### config.mk
export PLATFORM = sky130hd
export DESIGN_NAME = bmhq_seq
export DESIGN_NICKNAME = d
export VERILOG_FILES = /design/src/bmhq_pkg.sv /design/src/bmhq_seq.sv
export SDC_FILE = /design/constraint.sdc
export NUM_CORES = 1
export LEC_CHECK = 0
export BUFFER_PORTS_ARGS = -buffer_cell sky130_fd_sc_hd__buf_2
export CORE_MARGIN = 2
export CORE_UTILIZATION = 55
export DETAILED_ROUTE_END_ITERATION = 8
export HOLD_SLACK_MARGIN = 0.05
export PLACE_DENSITY = 0.78
export SYNTH_ARGS = -nofsm -noshare
export SYNTH_HDL_FRONTEND = slang
export SYNTH_SLANG_ARGS = --single-unit
export TNS_END_PERCENT = 30
### constraint.sdc
create_clock -name i_clk -period 8.6 [get_ports i_clk]
set_input_delay 0.86 -clock i_clk [delete_from_list [all_inputs] [get_ports i_clk]]
set_output_delay 0.86 -clock i_clk [all_outputs]
set_load 0.01 [all_outputs]
### src/bmhq_pkg.sv
// ----------------------------------------------------------------------------
// bmhq_pkg
// Types and constants shared by the heap queue modules.
// ----------------------------------------------------------------------------
package bmhq_pkg;
    localparam int unsigned CAPACITY  = 1024;
    localparam int unsigned KEY_WIDTH = 32;
    localparam int unsigned ADDR_W    = $clog2(CAPACITY);
    localparam int unsigned CNT_W     = $clog2(CAPACITY + 1);

    typedef logic signed [KEY_WIDTH-1:0] t_key;
    typedef logic [ADDR_W-1:0]           t_addr;
    typedef logic [CNT_W-1:0]            t_cnt;

    typedef enum logic [1:0] {
        REQ_INSERT = 2'd0,
        REQ_DELETE = 2'd1,
        REQ_UPDATE = 2'd2,
        REQ_NONE   = 2'd3
    } t_req;

    typedef enum logic [1:0] {
        ST_OK      = 2'd0,
        ST_EMPTY   = 2'd1,
        ST_FULL    = 2'd2,
        ST_BAD_POS = 2'd3
    } t_status;

    typedef enum logic [3:0] {
        S_IDLE,
        S_RD_POS,     // read entry at position (update) or root, then last (delete)
        S_CHK,        // data of entry back, decide direction
        S_UP_RD,      // read parent
        S_UP_CMP,
        S_DN_RD_R,    // read right child
        S_DN_RD_L,    // read left child, right data back
        S_DN_CMP,     // left data back
        S_DONE
    } t_state;

    // memory port request from sequencer
    typedef struct packed {
        logic  we;
        t_addr waddr;
        t_key  wdata;
        t_addr raddr;
    } t_mem_req;

    // 1-based position to 0-based memory address
    function automatic t_addr pos2addr(input t_cnt p);
        t_cnt d;
        d = p - t_cnt'(1);
        return d[ADDR_W-1:0];
    endfunction
endpackage

### src/bmhq_seq.sv
// ----------------------------------------------------------------------------
// bmhq_seq
// Sift sequencer: walks the heap one level at a time over the RAM.
// ----------------------------------------------------------------------------
module bmhq_seq (
    input  logic               i_clk,
    input  logic               i_rst_n,
    input  logic               i_start,
    input  bmhq_pkg::t_req     i_req,
    input  bmhq_pkg::t_key     i_key,
    input  bmhq_pkg::t_cnt     i_pos,
    input  bmhq_pkg::t_key     i_rdata,
    output bmhq_pkg::t_mem_req o_mem,
    output logic               o_busy,
    output logic               o_done,
    output bmhq_pkg::t_key     o_removed,
    output bmhq_pkg::t_status  o_status,
    output bmhq_pkg::t_cnt     o_count
);
    import bmhq_pkg::*;

    t_state  r_state, n_state;
    t_cnt    r_count, n_count;
    t_cnt    r_p, n_p;          // current 1-based position of moving key
    t_key    r_key, n_key;      // moving key
    t_key    r_rkey, n_rkey;    // right child key
    t_key    r_removed, n_removed;
    t_status r_status, n_status;
    t_req    r_req, n_req;
    logic    r_first, n_first;  // delete: first read gives root

    logic [CNT_W:0] w_l, w_r;
    t_cnt           w_par;
    logic           w_has_l, w_has_r;

    assign w_l     = {r_p, 1'b0};
    assign w_r     = {r_p, 1'b1};
    assign w_par   = r_p >> 1;
    assign w_has_l = w_l <= {1'b0, r_count};
    assign w_has_r = w_r <= {1'b0, r_count};

    always_comb begin
        n_state   = r_state;
        n_count   = r_count;
        n_p       = r_p;
        n_key     = r_key;
        n_rkey    = r_rkey;
        n_removed = r_removed;
        n_status  = r_status;
        n_req     = r_req;
        n_first   = r_first;
        case (r_state)
            S_IDLE: begin
                if (i_start) begin
                    n_req     = i_req;
                    n_removed = '0;
                    n_status  = ST_OK;
                    n_key     = i_key;
                    n_state   = S_DONE;
                    case (i_req)
                        REQ_INSERT: begin
                            if (r_count >= t_cnt'(CAPACITY)) begin
                                n_status = ST_FULL;
                            end else begin
                                n_count = r_count + t_cnt'(1);
                                n_p     = r_count + t_cnt'(1);
                                n_state = S_UP_RD;
                            end
                        end
                        REQ_DELETE: begin
                            if (r_count == '0) begin
                                n_status = ST_EMPTY;
                            end else begin
                                n_p     = t_cnt'(1);
                                n_first = 1'b1;
                                n_state = S_RD_POS;
                            end
                        end
                        REQ_UPDATE: begin
                            if (i_pos == '0 || i_pos > r_count) begin
                                n_status = ST_BAD_POS;
                            end else begin
                                n_p     = i_pos;
                                n_state = S_RD_POS;
                            end
                        end
                        default: ;
                    endcase
                end
            end
            S_RD_POS: n_state = S_CHK;
            S_CHK: begin
                if (r_req == REQ_DELETE) begin
                    if (r_first) begin
                        n_removed = i_rdata;
                        n_first   = 1'b0;
                        n_state   = S_RD_POS;   // now read last entry
                    end else begin
                        n_key   = i_rdata;
                        n_count = r_count - t_cnt'(1);
                        n_state = S_DN_RD_R;
                    end
                end else if (i_rdata > r_key) begin
                    n_state = S_DN_RD_R;
                end else if (i_rdata < r_key) begin
                    n_state = S_UP_RD;
                end else begin
                    n_state = S_DONE;
                end
            end
            S_UP_RD: n_state = (r_p > t_cnt'(1)) ? S_UP_CMP : S_DONE;
            S_UP_CMP: begin
                if (i_rdata < r_key) begin
                    n_p     = w_par;
                    n_state = S_UP_RD;
                end else begin
                    n_state = S_DONE;
                end
            end
            S_DN_RD_R: n_state = w_has_l ? S_DN_RD_L : S_DONE;
            S_DN_RD_L: begin
                n_rkey  = i_rdata;
                n_state = S_DN_CMP;
            end
            S_DN_CMP: begin
                if (w_has_r && r_rkey > r_key && !(w_has_l && i_rdata > r_rkey)) begin
                    n_p     = w_r[CNT_W-1:0];
                    n_state = S_DN_RD_R;
                end else if (w_has_l && i_rdata > r_key
                             && !(w_has_r && r_rkey >= i_rdata)) begin
                    n_p     = w_l[CNT_W-1:0];
                    n_state = S_DN_RD_R;
                end else begin
                    n_state = S_DONE;
                end
            end
            S_DONE:  n_state = S_IDLE;
            default: n_state = S_IDLE;
        endcase
    end

    // Memory traffic: the moving key is always written at r_p before the
    // step that moves it, so a swap is one write of the other key.
    always_comb begin
        o_mem       = '0;
        o_mem.waddr = pos2addr(r_p);
        o_mem.wdata = r_key;
        o_mem.raddr = pos2addr(r_p);
        case (r_state)
            S_RD_POS: begin
                if (r_req == REQ_DELETE && !r_first) begin
                    o_mem.raddr = pos2addr(r_count);
                end
            end
            S_UP_RD: begin
                o_mem.we    = 1'b1;
                o_mem.raddr = pos2addr(w_par);
            end
            S_UP_CMP: begin
                if (i_rdata < r_key) begin
                    o_mem.we    = 1'b1;
                    o_mem.wdata = i_rdata;
                end
            end
            S_DN_RD_R: begin
                o_mem.we    = 1'b1;
                o_mem.raddr = pos2addr(w_r[CNT_W-1:0]);
            end
            S_DN_RD_L: o_mem.raddr = pos2addr(w_l[CNT_W-1:0]);
            S_DN_CMP: begin
                if (w_has_r && r_rkey > r_key && !(w_has_l && i_rdata > r_rkey)) begin
                    o_mem.we    = 1'b1;
                    o_mem.wdata = r_rkey;
                end else if (w_has_l && i_rdata > r_key
                             && !(w_has_r && r_rkey >= i_rdata)) begin
                    o_mem.we    = 1'b1;
                    o_mem.wdata = i_rdata;
                end
            end
            default: ;
        endcase
    end

    always_ff @(posedge i_clk) begin
        if (!i_rst_n) begin
            r_state <= S_IDLE;
            r_count <= '0;
        end else begin
            r_state <= n_state;
            r_count <= n_count;
        end
        r_p       <= n_p;
        r_key     <= n_key;
        r_rkey    <= n_rkey;
        r_removed <= n_removed;
        r_status  <= n_status;
        r_req     <= n_req;
        r_first   <= n_first;
    end

    assign o_busy    = r_state != S_IDLE;
    assign o_done    = r_state == S_DONE;
    assign o_removed = r_removed;
    assign o_status  = r_status;
    assign o_count   = r_count;
endmodule

* Yosys cells after proc, flatten, opt, wreduce, memory -nomap -nowiden
Cells that the tools add are included.
** Word-level totals
- Register bits after elaboration :: 127
- Input bits :: 80
- Logic and storage cells :: 130
** Cells by class
- Add/subtract/negate cells :: 6
- Order comparisons :: 10
- Eq/ne operators :: 25
- Multiplexer cells :: 55
- Reduce and logical (&&, ||, !) cells :: 25
** Operators with widths (count)
- $mux 32 :: 9
- $pmux 32 s2 :: 3
- $mux 11 :: 11
- $gt 32x32->1 :: 3
- $pmux 11 s3 :: 2
- $mux 4 :: 11
- $pmux 10 s4 :: 1
- $sub 10x1->10 const B :: 4
- $ge 32x32->1 :: 1
- $lt 32x32->1 :: 1
- $pmux 4 s8 :: 1
- $le 12x11->1 :: 2
- $logic_not 11->1 :: 2
- $pmux 11 s2 :: 1
- $eq 4x3->1 const B :: 4
- $ne 2x2->1 const B :: 7
- $ne 3x3->1 const B :: 4
- $pmux 4 s3 :: 1
- $add 11x1->11 const B :: 1
- $ge 11x11->1 const B :: 1
- $gt 11x1->1 const B :: 1
- $gt 11x11->1 :: 1
- $sub 11x1->11 const B :: 1
- $mux 10 :: 1
- 27 further kinds :: 47

* Depth between registers and ports, before layout
- Depth in word-level cells :: 7
- Depth in mapped cells :: 12
- Depth with buffers taken out :: 10

* Worst setup path after synthesis
No wires, ideal clock.
- Path type :: input port to output port
- Start point :: input i_rdata[7]
- End point :: output o_mem[12] (netlist name)
- Arrival :: 3.142 ns
- Data required time :: 7.740 ns
- Setup slack :: 4.598 ns
- Cell stages on the path :: 11
- Buffers on the path :: 1
- Cell sequence :: inv_1 > ha_1 > a21oi_2 > o21ai_1 > a221o_1 > o311a_1 > or3_1 > nand3_1 > nand3_2 > buf_2 > o221ai_1
** RTL lines
- start: declaration :: RTL line bmhq_seq.sv:12 : input bmhq_pkg::t_key i_rdata,
- end: declaration :: RTL line bmhq_seq.sv:13 : output bmhq_pkg::t_mem_req o_mem,

==> flow_summary_export.csv <==
group,metric,value,unit
routing,drtPass1Iterations,8,
layout,syn_to_final_growth,15.1,%
clock_tree,clk_path_buf_depth,2,
hold_path,min_from,"o_count[6]",
clock_tree,tritoncts,"yes",
global_route,grt_overflow,0,
routing,wl_met1,13.6,mm
routing,top_layer_used,"met4",
power,switching_share,0.332,
sta,worst_pin_slew,1.15,ns
clock_tree,cts_buffers,17,
place,dpl.hpwl,23.3,mm
hold_path,holdPathStages,2,
sta,drv_slew,0,
setup_path,worstPathRequired,7.74,ns
routing,first_iter_violations,946,
clock_tree,cts_resized,0,
sta,setup_tns,0,ns
setup_path,critPathKind,"flip-flop to output pin",
synth,synth_top_family_by_area,"compound AO/OA/AOI/OAI gates",
global_route,grt_pass1_wl,50.6,mm
layout,fillers,1660,
global_route,grt_usage,0.315,
clock_tree,insertion_delay,0.44,ns
routing,wl_met2,15.1,mm
sta,period_share,0.666,
clock_tree,cts.sinks,127,
sta,hold_viol,0,
routing,ant_nets,0,
power,p_sw,726,µW
clock_tree,clk_pin_slew,0.06,ns
setup_path,cp_slowest_cell,"nand3_2",
clock_tree,cts_setup_buffers,0,
setup_path,worstReg2RegEnd,"r_p[0]",
setup_path,cp-start-kind,"flip-flop",
job,cap_viol_max_count,0,
hold_path,hp-class,"flip-flop to flip-flop",
sta,max_slew_margin,0.229,
routing,viasPerCell,6.21,
sta,rsz0062_at_grt,"false",
synth,synth_edf_count,112,
hold_path,min_to,"o_count[6]",
synth,syn_inst,1168,
synth,syn_area_per_cell,9.26,µm²
sta,fin_skew,0.00880,ns
synth,ys_async_sr_fraction,0,
setup_path,r2r_setup_slack,4.56,ns
routing,routed_wl,32.5,mm
synth,yosys_warnings,0,
power,seqPwrFrac,0.359,
floorplanning,die_h,144,µm
setup_path,crit_arrival,4.87,ns
setup_path,critPathLaunch,"r_key[25]",
floorplanning,io-pin-count,180,
routing,vias,9916,
power,clockPowerShare,0.357,
clock_tree,cts_hold_buf,0,
routing,wl_met3,2.91,mm
layout,drive_gt1_frac,0.206,
place,numPortBuffers,179,
power,p_leak,5.75,nW
floorplanning,core_area,19400,µm²
power,vdd_ir_drop_max,0.156,mV
synth,synthAdderAreaFrac,0.148,
setup_path,regToRegStartpoint,"r_key[25]",
routing,post-route-drc-count,0,
power,pwr-share-comb,0.284,
synth,synth.net_count,1376,
synth,synth_mux_area_frac,0.0346,
synth,synth_xor_area_frac,0.0332,
synth,yosysSeqAreaShare,0.339,
synth,synth-simple-area-share,0.152,
global_route,antenna_found_initial,0,
synth,synth_compound_area_frac,0.219,
synth,ys.flop_type,"edfxtp_1",
routing,wl_per_cell,20.3,µm
sta,period_minus_slack,5.73,ns
floorplanning,start_util,0.558,
outcome,status,"complete, no violations",
place,finalWeightedCongestion,0.976,
setup_path,cp-end-kind,"output pin",
clock_tree,cts_max_level,4,
synth,netlist_area,10800,µm²
synth,synth_cell_types,80,
setup_path,worstPathMaxFanout,33,
global_route,grt_max_degree,77,
floorplanning,rows,51,
sta,setup_viol,0,
setup_path,cpPeakStageDelay,0.85,ns
clock_tree,root_buffer,"clkbuf_16",
global_route,grt_pass1_vias,9536,
floorplanning,die_area,20800,µm²
power,p_per_area,176,nW/µm²
layout,utilization,0.642,
floorplanning,die_w,144,µm
setup_path,crit_chain,"inv_1 -> ha_1 -> nand4_1 -> nor4_1 -> o311ai_0 -> nand3_1 -> mux2i_1 -> nand3_2 -> o221ai_1 -> buf_2",
synth,synth-seq-cells,127,
power,power.internal,1.46,mW
layout,diodes,0,
sta,max_freq,0.175,GHz
layout,final_nets,1528,
setup_path,r2r_cells,9,
-- logic make-up after synthesis --
family	Yosys count
and+or+nand+nor	340
muxes	37
xor gates and xnor gates	41
DFF	127
AOI/OAI and AO/OA	310
buffers and inverters	185
adders and majority gates	128
-- layout by cell type (no fill, tap or decap), types with 17 or more instances in the layout --
cell	netlist	routed
o221ai_1	25	25
clkbuf_16	0	17
a221oi_1	26	26
nor2_1	132	132
inv_1	127	126
a21oi_1	63	61
ha_1	128	128
a21o_1	46	46
nand2_1	70	69
edfxtp_1	112	112
nand4_1	20	20
buf_2	6	179
nand3_1	23	23
o21ai_0	42	42
mux2i_1	34	34
xnor2_1	35	35
-- worst max path at each step --
stage,endpoint,depth (start not counted)
2_1_floorplan,o_mem[12],11
3_3_place_gp,o_mem[10],11
3_5_place_dp,o_mem[10],12
4_1_cts,o_mem[10],10
5_1_grt,o_mem[11],10
6_report,o_mem[10],10
-- area by class of cell --
type,count,area [µm²],area share
multi-input cells,856,6380,0.512
flip-flops and latches,127,3660,0.294
repair buffers,191,986,0.0792
inverters,127,477,0.0383
clock buffers,17,425,0.0342
well taps,265,332,0.0266
clock inverters,15,191,0.0154
-- power groups by stage --
stage	clock, mW	sequential (mW)	combinational (mW)
6_report	0.782	0.787	0.622
5_1_grt	0.810	0.794	0.684
4_1_cts	0.785	0.786	0.617
3_5_place_dp	0	0.798	0.612
3_3_place_gp	0	0.797	0.595
2_1_floorplan	0	0.792	0.415
-- metrics by stage --
step / hold slack (ns) / worst slack, ns / instances / cell area, µm² / total power, mW
finish: 0.618 / 2.87 / 1598 / 12500 / 2.19
global route: 0.657 / 2.73 / 1598 / 12500 / 2.29
detailed placement: 0.615 / 3.13 / 1566 / 11800 / 1.41
floorplan: 0.618 / 4.60 / 1168 / 10800 / 1.21
global placement: 0.602 / 3.22 / 1566 / 11800 / 1.39
CTS: 0.630 / 2.96 / 1598 / 12500 / 2.19
-- worst max-delay path: cells and delay by family, from the launching register on --
family | cells | cell delay [ns]
AND/OR/NAND/NOR | 4 | 2.01
AO/OA/AOI/OAI | 2 | 1.14
flip-flops | 1 | 0.38
buffers and inverters | 2 | 0.31
adder cells (fa/ha/maj) | 1 | 0.31
multiplexers | 1 | 0.29
-- routing by layer --
layer  track usage  up-vias
li1              -     4625
met3        0.0507       75
met1         0.430     4703
met4         0.125        0
met5             0        -
met2         0.501      513
-- state kept, by name (all words and copies together) (netlist names) --
register / cells
o_status: 2
r_rkey: 32
o_count: 11
r_first: 1
o_removed: 32
r_state: 4
r_p: 11
r_req: 2
r_key: 32
-- Yosys cell counts, drive strengths merged, types with 3 or more instances --
library cell,number,share of area
nor4b,3,0.0024
o221ai,38,0.038
mux2i,34,0.031
o21bai,3,0.0021
a211o,3,0.0024
a21oi,65,0.031
or2,5,0.0029
clkbuf,37,0.013
a211oi,7,0.0053
edfxtp,112,0.31
or3,5,0.0034
nand2b,3,0.0017
and2,14,0.0081
nand3,24,0.012
a221o,3,0.0028
o22ai,9,0.0052
buf,21,0.017
ha,128,0.15
nor2,133,0.046
and4,3,0.0024
and3,4,0.0028
inv,127,0.044
nand4,21,0.013
a21boi,4,0.0031
o211ai,9,0.0062
xnor2,35,0.028
nand2,70,0.024
nor2b,15,0.0087
nor4,15,0.0098
a221oi,35,0.034
nor3,17,0.0083
mux2,3,0.0031
dfxtp,15,0.028
o21a,6,0.0042
a22oi,13,0.010
o31ai,5,0.0035
a21o,46,0.032
xor2,6,0.0049
o21ai,45,0.023
a31oi,4,0.0023
No activity file was read; power rests on OpenSTA's default activity.
